==> config.mk <==
export PLATFORM = sky130hd
export DESIGN_NAME = line_sensor_pd_steering_flat
export DESIGN_NICKNAME = d
export VERILOG_FILES = /design/src/sv/lsps_pkg.sv /design/src/sv/lsps_if.sv /design/src/sv/lsps_datapath.sv /design/src/sv/lsps_ctrl.sv /design/src/sv/line_sensor_pd_steering.sv /design/src/flat_wrapper.sv
export SDC_FILE = /design/constraint.sdc
export NUM_CORES = 2
export LEC_CHECK = 0
export BUFFER_PORTS_ARGS = -buffer_cell sky130_fd_sc_hd__buf_2
export CAP_MARGIN = 20
export CORE_MARGIN = 2
export CORE_UTILIZATION = 40
export CTS_BUF_LIST = sky130_fd_sc_hd__clkbuf_4
export DETAILED_ROUTE_END_ITERATION = 6
export GPL_TIMING_DRIVEN = 0
export PLACE_DENSITY = 0.64
export SLEW_MARGIN = 40
export SYNTH_ARGS = -nofsm -noshare
export SYNTH_HDL_FRONTEND = slang
export SYNTH_SLANG_ARGS = --single-unit
export TNS_END_PERCENT = 5
==> constraint.sdc <==
create_clock -name clk -period 8.6 [get_ports clk]
set_input_delay 2.15 -clock clk [delete_from_list [all_inputs] [get_ports clk]]
set_output_delay 2.15 -clock clk [all_outputs]
set_load 0.05 [all_outputs]
==> src/sv/lsps_pkg.sv <==
// ----------------------------------------------------------------------------
// lsps_pkg
// Widths, constants, codes and control types of the line sensor PD steering.
// ----------------------------------------------------------------------------
`default_nettype none

package lsps_pkg;

  localparam int SENSOR_N   = 6;
  localparam int SPEED_W    = 15;
  localparam int ERR_W      = 12;
  localparam int SUM_W      = 13;
  localparam int MAG_W      = 12;
  localparam int CNT_W      = 3;
  localparam int KP_W       = 16;
  localparam int KD_W       = 20;
  localparam int PD_W       = 34;
  localparam int Q_W        = 26;
  localparam int CFG_IDX_W  = 2;
  localparam int CFG_DATA_W = 20;

  // Two quotient bits per division cycle.
  localparam int DIV_STEPS  = MAG_W / 2;
  localparam int DIV_CNT_W  = 3;

  localparam logic [KP_W-1:0]    RST_PROP_GAIN  = 16'd256;
  localparam logic [KD_W-1:0]    RST_DERIV_GAIN = 20'd4864;
  localparam logic [SPEED_W-1:0] RST_BASE_SPEED = 15'd3840;
  localparam logic [SPEED_W-1:0] SPEED_MAX      = 15'h7FFF;
  localparam logic [PD_W-1:0]    ROUND_HALF     = 34'd128;

  // Lateral weight of each sensor, Q.8 (5.4, 4.4, 2.8 mirrored).
  localparam logic signed [SUM_W-1:0] WEIGHT [SENSOR_N] = '{
    13'sd1382, 13'sd1126, 13'sd717, -13'sd717, -13'sd1126, -13'sd1382
  };

  localparam logic [CFG_IDX_W-1:0] CFG_PROP_GAIN  = 2'd0;
  localparam logic [CFG_IDX_W-1:0] CFG_DERIV_GAIN = 2'd1;
  localparam logic [CFG_IDX_W-1:0] CFG_BASE_SPEED = 2'd2;

  typedef enum logic [6:0] {
    S_IDLE  = 7'b0000001,
    S_DIV   = 7'b0000010,
    S_MUL_P = 7'b0000100,
    S_MUL_D = 7'b0001000,
    S_ROUND = 7'b0010000,
    S_APPLY = 7'b0100000,
    S_LOAD  = 7'b1000000
  } state_t;

  typedef struct packed {
    logic start;
    logic div_step;
    logic mul_p;
    logic mul_d;
    logic round;
    logic apply;
    logic load_out;
  } cmd_t;

  typedef struct packed {
    logic in_seen;
    logic div_last;
    logic out_free;
  } status_t;

endpackage

`default_nettype wire

==> src/sv/lsps_if.sv <==
// ----------------------------------------------------------------------------
// lsps_in_if / lsps_out_if
// Valid/ready channels for sensor beats and steering result beats.
// ----------------------------------------------------------------------------
`default_nettype none

interface lsps_in_if;
  logic                                valid;
  logic                                ready;
  logic [lsps_pkg::SENSOR_N-1:0]       sensor_bits;

  modport source (output valid, output sensor_bits, input ready);
  modport sink   (input valid, input sensor_bits, output ready);
endinterface

interface lsps_out_if;
  logic                                valid;
  logic                                ready;
  logic [lsps_pkg::SPEED_W-1:0]        left_target;
  logic [lsps_pkg::SPEED_W-1:0]        right_target;
  logic                                line_seen;
  logic signed [lsps_pkg::ERR_W-1:0]   lateral_error;

  modport source (output valid, output left_target, output right_target,
                  output line_seen, output lateral_error, input ready);
  modport sink   (input valid, input left_target, input right_target,
                  input line_seen, input lateral_error, output ready);
endinterface

`default_nettype wire

==> src/sv/lsps_datapath.sv <==
// ----------------------------------------------------------------------------
// lsps_datapath
// Weight sum, serial divider, PD multiply-accumulate, rounding, saturation.
// ----------------------------------------------------------------------------
`default_nettype none

module lsps_datapath (
  input  logic                                 clk,
  input  logic                                 rst_n,
  input  lsps_pkg::cmd_t                       cmd,
  output lsps_pkg::status_t                    status,
  input  logic                                 cfg_we,
  input  logic [lsps_pkg::CFG_IDX_W-1:0]       cfg_index,
  input  logic [lsps_pkg::CFG_DATA_W-1:0]      cfg_wdata,
  input  logic [lsps_pkg::SENSOR_N-1:0]        in_sensor_bits,
  input  logic                                 out_ready,
  output logic                                 out_valid,
  output logic [lsps_pkg::SPEED_W-1:0]         out_left_target,
  output logic [lsps_pkg::SPEED_W-1:0]         out_right_target,
  output logic                                 out_line_seen,
  output logic signed [lsps_pkg::ERR_W-1:0]    out_lateral_error
);

  logic [lsps_pkg::KP_W-1:0]          kp_r;
  logic [lsps_pkg::KD_W-1:0]          kd_r;
  logic [lsps_pkg::SPEED_W-1:0]       base_r;

  logic [lsps_pkg::CNT_W-1:0]         cnt_r;
  logic [lsps_pkg::CNT_W-1:0]         rem_r;
  logic [lsps_pkg::MAG_W-1:0]         quo_r;
  logic                               neg_r;
  logic                               center_r;
  logic                               seen_r;
  logic [lsps_pkg::DIV_CNT_W-1:0]     div_cnt_r;
  logic signed [lsps_pkg::ERR_W-1:0]  err_r;
  logic signed [lsps_pkg::ERR_W-1:0]  last_err_r;
  logic signed [lsps_pkg::PD_W-1:0]   acc_r;
  logic [lsps_pkg::Q_W-1:0]           q_r;
  logic                               pd_neg_r;
  logic                               pd_nz_r;
  logic [lsps_pkg::SPEED_W-1:0]       left_r;
  logic [lsps_pkg::SPEED_W-1:0]       right_r;
  logic                               out_valid_r;
  logic [lsps_pkg::SPEED_W-1:0]       out_left_r;
  logic [lsps_pkg::SPEED_W-1:0]       out_right_r;
  logic                               out_seen_r;
  logic signed [lsps_pkg::ERR_W-1:0]  out_err_r;

  logic signed [lsps_pkg::SUM_W-1:0]  sum_in;
  logic [lsps_pkg::CNT_W-1:0]         cnt_in;
  logic                               center_in;
  logic [lsps_pkg::MAG_W-1:0]         mag_in;

  logic [lsps_pkg::CNT_W:0]           rem_a4;
  logic [lsps_pkg::CNT_W:0]           rem_b4;
  logic                               ge_a;
  logic                               ge_b;
  logic [lsps_pkg::CNT_W-1:0]         rem_a;
  logic [lsps_pkg::CNT_W-1:0]         rem_nxt;
  logic [lsps_pkg::MAG_W-1:0]         quo_a;
  logic [lsps_pkg::MAG_W-1:0]         quo_nxt;

  logic signed [lsps_pkg::ERR_W-1:0]  err_div;
  logic signed [lsps_pkg::SUM_W-1:0]  err_diff;
  logic signed [lsps_pkg::PD_W-1:0]   prod_p;
  logic signed [lsps_pkg::PD_W-1:0]   prod_d;
  logic [lsps_pkg::PD_W-1:0]          acc_mag;
  logic [lsps_pkg::PD_W-1:0]          acc_rnd;
  logic [lsps_pkg::Q_W:0]             up_sum;
  logic [lsps_pkg::SPEED_W-1:0]       up_sat;
  logic [lsps_pkg::SPEED_W-1:0]       dn_sat;

  // Weight sum and lit count of the incoming beat.
  always_comb begin
    sum_in = '0;
    cnt_in = '0;
    for (int i = 0; i < lsps_pkg::SENSOR_N; i++) begin
      if (in_sensor_bits[i]) begin
        sum_in = sum_in + lsps_pkg::WEIGHT[i];
        cnt_in = cnt_in + lsps_pkg::CNT_W'(1);
      end
    end
    center_in = in_sensor_bits[2] && in_sensor_bits[3];
    mag_in    = sum_in[lsps_pkg::SUM_W-1] ? lsps_pkg::MAG_W'(-sum_in)
                                           : lsps_pkg::MAG_W'(sum_in);
  end

  // Two restoring divide steps per cycle; quotient shifts into quo_r.
  always_comb begin
    rem_a4  = {rem_r, quo_r[lsps_pkg::MAG_W-1]};
    ge_a    = rem_a4 >= {1'b0, cnt_r};
    rem_a   = ge_a ? lsps_pkg::CNT_W'(rem_a4 - {1'b0, cnt_r})
                   : rem_a4[lsps_pkg::CNT_W-1:0];
    quo_a   = {quo_r[lsps_pkg::MAG_W-2:0], ge_a};
    rem_b4  = {rem_a, quo_a[lsps_pkg::MAG_W-1]};
    ge_b    = rem_b4 >= {1'b0, cnt_r};
    rem_nxt = ge_b ? lsps_pkg::CNT_W'(rem_b4 - {1'b0, cnt_r})
                   : rem_b4[lsps_pkg::CNT_W-1:0];
    quo_nxt = {quo_a[lsps_pkg::MAG_W-2:0], ge_b};
  end

  // PD products, rounding and saturated targets.
  always_comb begin
    err_div  = neg_r ? -quo_r : quo_r;
    err_diff = lsps_pkg::SUM_W'(err_r) - lsps_pkg::SUM_W'(last_err_r);
    prod_p   = lsps_pkg::PD_W'(err_div) * lsps_pkg::PD_W'($signed({1'b0, kp_r}));
    prod_d   = lsps_pkg::PD_W'(err_diff) * lsps_pkg::PD_W'($signed({1'b0, kd_r}));
    acc_mag  = acc_r[lsps_pkg::PD_W-1] ? lsps_pkg::PD_W'(-acc_r)
                                       : lsps_pkg::PD_W'(acc_r);
    acc_rnd  = acc_mag + lsps_pkg::ROUND_HALF;
    up_sum   = {{(lsps_pkg::Q_W + 1 - lsps_pkg::SPEED_W){1'b0}}, base_r}
             + {1'b0, q_r};
    up_sat   = (up_sum > {{(lsps_pkg::Q_W + 1 - lsps_pkg::SPEED_W){1'b0}},
                          lsps_pkg::SPEED_MAX})
             ? lsps_pkg::SPEED_MAX : up_sum[lsps_pkg::SPEED_W-1:0];
    dn_sat   = (q_r > {{(lsps_pkg::Q_W - lsps_pkg::SPEED_W){1'b0}}, base_r})
             ? '0 : base_r - q_r[lsps_pkg::SPEED_W-1:0];
  end

  always_comb begin
    status.in_seen  = |in_sensor_bits;
    status.div_last = div_cnt_r == lsps_pkg::DIV_CNT_W'(lsps_pkg::DIV_STEPS - 1);
    status.out_free = !out_valid_r || out_ready;
  end

  // Control and state registers.
  always_ff @(posedge clk) begin
    if (!rst_n) begin
      kp_r        <= lsps_pkg::RST_PROP_GAIN;
      kd_r        <= lsps_pkg::RST_DERIV_GAIN;
      base_r      <= lsps_pkg::RST_BASE_SPEED;
      last_err_r  <= '0;
      left_r      <= lsps_pkg::RST_BASE_SPEED;
      right_r     <= lsps_pkg::RST_BASE_SPEED;
      out_valid_r <= 1'b0;
      div_cnt_r   <= '0;
    end else begin
      if (cfg_we) begin
        case (cfg_index)
          lsps_pkg::CFG_PROP_GAIN:  kp_r   <= cfg_wdata[lsps_pkg::KP_W-1:0];
          lsps_pkg::CFG_DERIV_GAIN: kd_r   <= cfg_wdata[lsps_pkg::KD_W-1:0];
          lsps_pkg::CFG_BASE_SPEED: base_r <= cfg_wdata[lsps_pkg::SPEED_W-1:0];
          default: ;
        endcase
      end
      if (cmd.start) begin
        div_cnt_r <= '0;
      end else if (cmd.div_step) begin
        div_cnt_r <= div_cnt_r + lsps_pkg::DIV_CNT_W'(1);
      end
      if (cmd.mul_d) begin
        last_err_r <= err_r;
      end
      if (cmd.apply) begin
        if (pd_nz_r) begin
          left_r  <= pd_neg_r ? up_sat : dn_sat;
          right_r <= pd_neg_r ? dn_sat : up_sat;
        end else if (center_r) begin
          left_r  <= base_r;
          right_r <= base_r;
        end
      end
      if (cmd.load_out) begin
        out_valid_r <= 1'b1;
      end else if (out_ready) begin
        out_valid_r <= 1'b0;
      end
    end
  end

  // Working payload registers.
  always_ff @(posedge clk) begin
    if (cmd.start) begin
      cnt_r    <= cnt_in;
      rem_r    <= '0;
      quo_r    <= center_in ? '0 : mag_in;
      neg_r    <= sum_in[lsps_pkg::SUM_W-1] && !center_in;
      center_r <= center_in;
      seen_r   <= |in_sensor_bits;
      err_r    <= '0;
    end
    if (cmd.div_step) begin
      rem_r <= rem_nxt;
      quo_r <= quo_nxt;
    end
    if (cmd.mul_p) begin
      err_r <= err_div;
      acc_r <= prod_p;
    end
    if (cmd.mul_d) begin
      acc_r <= acc_r + prod_d;
    end
    if (cmd.round) begin
      q_r      <= acc_rnd[lsps_pkg::PD_W-1:lsps_pkg::PD_W-lsps_pkg::Q_W];
      pd_neg_r <= acc_r[lsps_pkg::PD_W-1];
      pd_nz_r  <= acc_r != '0;
    end
    if (cmd.load_out) begin
      out_left_r  <= left_r;
      out_right_r <= right_r;
      out_seen_r  <= seen_r;
      out_err_r   <= err_r;
    end
  end

  assign out_valid         = out_valid_r;
  assign out_left_target   = out_left_r;
  assign out_right_target  = out_right_r;
  assign out_line_seen     = out_seen_r;
  assign out_lateral_error = out_err_r;

endmodule

`default_nettype wire

==> src/sv/lsps_ctrl.sv <==
// ----------------------------------------------------------------------------
// lsps_ctrl
// Sequencer: accept, divide, multiply, round, apply, load the result beat.
// ----------------------------------------------------------------------------
`default_nettype none

module lsps_ctrl (
  input  logic               clk,
  input  logic               rst_n,
  input  logic               in_valid,
  output logic               in_ready,
  input  lsps_pkg::status_t  status,
  output lsps_pkg::cmd_t     cmd
);

  lsps_pkg::state_t state_r;
  lsps_pkg::state_t state_nxt;

  always_comb begin
    state_nxt = state_r;
    cmd       = '0;
    in_ready  = 1'b0;
    case (state_r)
      lsps_pkg::S_IDLE: begin
        in_ready = 1'b1;
        if (in_valid) begin
          cmd.start = 1'b1;
          // A dark beat skips the arithmetic.
          state_nxt = status.in_seen ? lsps_pkg::S_DIV : lsps_pkg::S_LOAD;
        end
      end
      lsps_pkg::S_DIV: begin
        cmd.div_step = 1'b1;
        if (status.div_last) begin
          state_nxt = lsps_pkg::S_MUL_P;
        end
      end
      lsps_pkg::S_MUL_P: begin
        cmd.mul_p = 1'b1;
        state_nxt = lsps_pkg::S_MUL_D;
      end
      lsps_pkg::S_MUL_D: begin
        cmd.mul_d = 1'b1;
        state_nxt = lsps_pkg::S_ROUND;
      end
      lsps_pkg::S_ROUND: begin
        cmd.round = 1'b1;
        state_nxt = lsps_pkg::S_APPLY;
      end
      lsps_pkg::S_APPLY: begin
        cmd.apply = 1'b1;
        state_nxt = lsps_pkg::S_LOAD;
      end
      lsps_pkg::S_LOAD: begin
        // Hold until the output register is free.
        if (status.out_free) begin
          cmd.load_out = 1'b1;
          state_nxt    = lsps_pkg::S_IDLE;
        end
      end
      default: begin
        state_nxt = lsps_pkg::S_IDLE;
      end
    endcase
  end

  always_ff @(posedge clk) begin
    if (!rst_n) begin
      state_r <= lsps_pkg::S_IDLE;
    end else begin
      state_r <= state_nxt;
    end
  end

endmodule

`default_nettype wire

==> src/sv/line_sensor_pd_steering.sv <==
// ----------------------------------------------------------------------------
// line_sensor_pd_steering
// Six-sensor line offset with PD steering of two wheel speed targets.
//
//   channel   dir  beat contents
//   in_ch     in   sensor_bits[5:0]
//   out_ch    out  left_target, right_target, line_seen, lateral_error
//   cfg_*     in   prop_gain (0), deriv_gain_rate (1), base_speed (2)
//
// A beat with a lit sensor goes from accept through the divider (two quotient
// bits per divider cycle, for the divide of the weight sum by the lit count),
// a multiply-accumulate of the proportional product, then of the derivative
// product, a round, an apply and the result load. A dark beat goes from
// accept straight to the result load.
// in_ch.ready is high only while the sequencer is idle; a result waiting
// on out_ch does not block the next accept, only the next load.
// Reset (rst_n low, synchronous) restores register defaults and targets.
// ----------------------------------------------------------------------------
`default_nettype none

module line_sensor_pd_steering (
  input  logic                                clk,
  input  logic                                rst_n,
  lsps_in_if.sink                             in_ch,
  lsps_out_if.source                          out_ch,
  input  logic                                cfg_we,
  input  logic [lsps_pkg::CFG_IDX_W-1:0]      cfg_index,
  input  logic [lsps_pkg::CFG_DATA_W-1:0]     cfg_wdata
);

  lsps_pkg::cmd_t    cmd;
  lsps_pkg::status_t status;
  logic              in_ready;

  // Sequencer: one beat in flight, result parked in the output register.
  lsps_ctrl u_ctrl (
    .clk      (clk),
    .rst_n    (rst_n),
    .in_valid (in_ch.valid),
    .in_ready (in_ready),
    .status   (status),
    .cmd      (cmd)
  );

  // Arithmetic, held state, config registers and output register.
  lsps_datapath u_datapath (
    .clk               (clk),
    .rst_n             (rst_n),
    .cmd               (cmd),
    .status            (status),
    .cfg_we            (cfg_we),
    .cfg_index         (cfg_index),
    .cfg_wdata         (cfg_wdata),
    .in_sensor_bits    (in_ch.sensor_bits),
    .out_ready         (out_ch.ready),
    .out_valid         (out_ch.valid),
    .out_left_target   (out_ch.left_target),
    .out_right_target  (out_ch.right_target),
    .out_line_seen     (out_ch.line_seen),
    .out_lateral_error (out_ch.lateral_error)
  );

  assign in_ch.ready = in_ready;

endmodule

`default_nettype wire

==> src/flat_wrapper.sv <==
// flat-port wrapper written by rule: the top's interface ports become plain ports
module line_sensor_pd_steering_flat 
  (clk, rst_n, cfg_we, cfg_index, cfg_wdata, in_ch_valid, in_ch_sensor_bits, in_ch_ready, out_ch_valid, out_ch_left_target, out_ch_right_target, out_ch_line_seen, out_ch_lateral_error, out_ch_ready);
  lsps_in_if in_ch_i ();
  lsps_out_if out_ch_i ();
  input  logic clk;
  input  logic rst_n;
  input  logic cfg_we;
  input  logic [lsps_pkg::CFG_IDX_W-1:0] cfg_index;
  input  logic [lsps_pkg::CFG_DATA_W-1:0] cfg_wdata;
  input wire logic [$bits(in_ch_i.valid)-1:0] in_ch_valid;
  input wire logic [$bits(in_ch_i.sensor_bits)-1:0] in_ch_sensor_bits;
  output wire logic [$bits(in_ch_i.ready)-1:0] in_ch_ready;
  output wire logic [$bits(out_ch_i.valid)-1:0] out_ch_valid;
  output wire logic [$bits(out_ch_i.left_target)-1:0] out_ch_left_target;
  output wire logic [$bits(out_ch_i.right_target)-1:0] out_ch_right_target;
  output wire logic [$bits(out_ch_i.line_seen)-1:0] out_ch_line_seen;
  output wire logic [$bits(out_ch_i.lateral_error)-1:0] out_ch_lateral_error;
  input wire logic [$bits(out_ch_i.ready)-1:0] out_ch_ready;
  assign in_ch_i.valid = in_ch_valid;
  assign in_ch_i.sensor_bits = in_ch_sensor_bits;
  assign in_ch_ready = in_ch_i.ready;
  assign out_ch_valid = out_ch_i.valid;
  assign out_ch_left_target = out_ch_i.left_target;
  assign out_ch_right_target = out_ch_i.right_target;
  assign out_ch_line_seen = out_ch_i.line_seen;
  assign out_ch_lateral_error = out_ch_i.lateral_error;
  assign out_ch_i.ready = out_ch_ready;
  line_sensor_pd_steering u_core (.clk(clk), .rst_n(rst_n), .in_ch(in_ch_i), .out_ch(out_ch_i), .cfg_we(cfg_we), .cfg_index(cfg_index), .cfg_wdata(cfg_wdata));
endmodule
==> results.cfg <==
[floorplan]
core_area_um2 = 75700
row_count = 101
die_area_um2 = 78400
ios = 78
dieHeight_um = 280
start_util_pct = 40.3
die_width_um = 280

[setup_path]
crit_family = adder cells
path_class = flip-flop to flip-flop
path_buf_inv = 7
critical_path.max_stage_delay_ns = 0.56
crit_path_max_fanout = 7
cp-end-kind = flip-flop
cp.required_ns = 9.08
cp.arrival_ns = 9.15
cp_slowest_cell = fa_1
startpoint_type = flip-flop

[detailed_routing]
vias = 24700
vias_per_cell = 5.27
detail_route.first_pass.iterations = 6
wire_per_inst_um = 18.6
drc_errors = 0
drt_wl_total_um = 87100
antenna_left = 0
drtIter0Drc = 1739

[global_route]
grt_pass1_vias = 25000
grt_antenna_before_repair = 3
grt_max_degree = 35
track_usage_pct = 22.6
grt.overflow.total = 0
grt_pass1_wl_um = 139000

[yosys]
synth_cells = 3458
synth-seq-cells = 242
synthAdderAreaFrac_pct = 36.1
synth.cell_area_um2 = 30500
synth_cell_types = 86
synth_compound_area_share_pct = 11.5
synth_simple_gate_area_share_pct = 17.9
async_flop_share_pct = 0
synth_top_family_by_area = adder cells
synth.avg_cell_area_um2 = 8.81
synth_flop_cell = edfxtp_1
yosysSeqAreaShare_pct = 20.4
synth_nets = 4145
synthMuxAreaShare_pct = 0.517
synth_xor_area_share_pct = 4.99
synth_edf_count = 138
yosys_warnings = 0

[layout]
most-common-layout-cells = 521 x nand2_1, 511 x inv_1, 370 x fa_1
fin_cells = 4677
fin_nets = 4329
fin_util_pct = 44.8
design_area_um2 = 33900
area_delta_synth_final_pct = 11.4
drive_gt1_share_pct = 10.4
layout_commonest_cell = nand2_1

[status]
violations = setup timing
status = finished with violations

[timing]
finalClockSkew_ns = 0.0608
drv_slew = 0
finalHoldViolCount = 0
max_clock_freq_mhz = 115
relSlewSlack_pct = 42.7
setup_viol = 2
min_period_ns = 8.66
grt_setup_unrepaired = true
worst_pin_slew_ns = 0.859
period_share_pct = 101
setup_slack_ns = -0.0624

[pwr]
leakage_nw = 15.3
swShare_pct = 50.0
peakVddDrop_v = 0.000565
total_power_mw = 12.1
power_frac_seq_pct = 12.1
powerDensity_nw_per_um2 = 356
intPower_mw = 6.04
pwr-share-comb_pct = 78.2
p_switching_mw = 6.05
power.clock.fraction_pct = 9.7

[place]
place_area_um2 = 32200
dp.cells = 4518
gp_congestion = 0.966
port_buffers = 76
dp_hpwl_um = 71100
pre_cts_slack_ns = -1.63

[clocking]
clk_pin_slew_worst_paths_ns = 0.06
clock_sinks = 242
cts_buffer_depth = 3
clk_latency_ns = 0.79
cts_max_level = 3
cts_buffers = 70
ctsHoldBuffers = 0
cts_tree = built
cts_root_buffer = clkbuf_4

[run]
cap_violations = 0

[hold_path]
hold_path_class = flip-flop to flip-flop
-- timing repair --
| action | CTS | global route |
|---|---|---|
| cloned | 1 | 0 |
| buffers inserted | 19 | 12 |
| pin swaps | 33 | 78 |
| gates resized for setup | 77 | 65 |
| setup endpoints to repair | 20 | 17 |
| hold endpoints to repair | 0 | 0 |
-- layer usage --
layer	track usage [%]	routed length [µm]
met4	9.20	3690
met1	30.3	37300
met3	4.00	6020
met2	36.2	40100
met5	0	0
-- cells in the mapped netlist, types with 31 or more instances --
library cell  instances  area, µm²
a21o_1               50        375
a21oi_1             173        866
and2_1               94        588
clkbuf_1            149        559
dfxtp_1             104       2080
edfxtp_1            138       4140
fa_1                376       7530
ha_1                278       3480
inv_1               523       1960
nand2_1             523       1960
nand2b_1             65        407
nand3_1              31        155
nor2_1              171        642
nor2b_1              91        569
o21ai_0             118        591
xnor2_1             117       1020
xor2_1               54        473
-- registers in the layout, indices dropped and copies added (netlist names), 3 cells and up --
name and count:
u_core.u_datapath.q_r 26, u_core.u_datapath.out_left_target 15, u_core.u_datapath.err_r 12, u_core.u_datapath.last_err_r 12, u_core.u_datapath.out_right_target 15, u_core.u_ctrl.state_r 7, u_core.u_datapath.acc_r 34, u_core.u_datapath.kp_r 16
u_core.u_datapath.quo_r 12, u_core.u_datapath.out_lateral_error 12, u_core.u_datapath.rem_r 3, u_core.u_datapath.base_r 15, u_core.u_datapath.div_cnt_r 3, u_core.u_datapath.right_r 15, u_core.u_datapath.left_r 15, u_core.u_datapath.kd_r 20
u_core.u_datapath.cnt_r 3
-- path summary, 6_finish.rpt --
kind	end	from	cells after the start	slack, ns
setup reg to reg	u_core.u_datapath.acc_r[32]	u_core.u_datapath.err_r[0]	37	-0.06
hold reg to reg	u_core.u_datapath.out_left_target[12]	u_core.u_datapath.left_r[12]	0	0.43
hold / removal	u_core.u_datapath.out_left_target[12]	u_core.u_datapath.left_r[12]	0	0.43
setup / recovery	u_core.u_datapath.acc_r[32]	u_core.u_datapath.err_r[0]	37	-0.06
-- cell type report --
| cell class | instances | area [µm²] |
|---|---|---|
| clock inverters | 19 | 139 |
| flip-flops and latches | 242 | 6230 |
| clock buffers | 108 | 811 |
| multi-input cells | 2530 | 22100 |
| plain buffers | 161 | 752 |
| fillers | 7368 | 41800 |
| inverters | 525 | 1970 |
| diodes | 2 | 5.00 |
| repair buffers | 112 | 703 |
| well taps | 978 | 1220 |
-- power groups by stage --
stage	combinational, mW	sequential [mW]	clock, mW
finish	9.46	1.47	1.17
global route	10.4	1.47	1.25
CTS	8.63	1.46	1.19
detailed placement	8.01	1.49	0
global placement	7.89	1.49	0
floorplan	5.93	1.46	0
-- through the flow --
step,setup TNS [ns],hold WS [ns]
finish,-0.0850,0.426
global route,-2.63,0.442
CTS,0,0.426
detailed placement,-21.14,0.418
global placement,-25.23,0.419
floorplan,0,0.400
-- cell families (layout without fill, tap and decap cells) --
kind of cell | Yosys count | count (layout)
AND/OR/NAND/NOR | 1142 | 1142
buffers and inverters | 686 | 925
adder cells (fa/ha/maj) | 654 | 654
AO/OA/AOI/OAI | 547 | 547
flip-flops | 242 | 242
XOR/XNOR | 172 | 172
multiplexers | 15 | 15
other | 0 | 2
(Power assumes the default switching activity.)
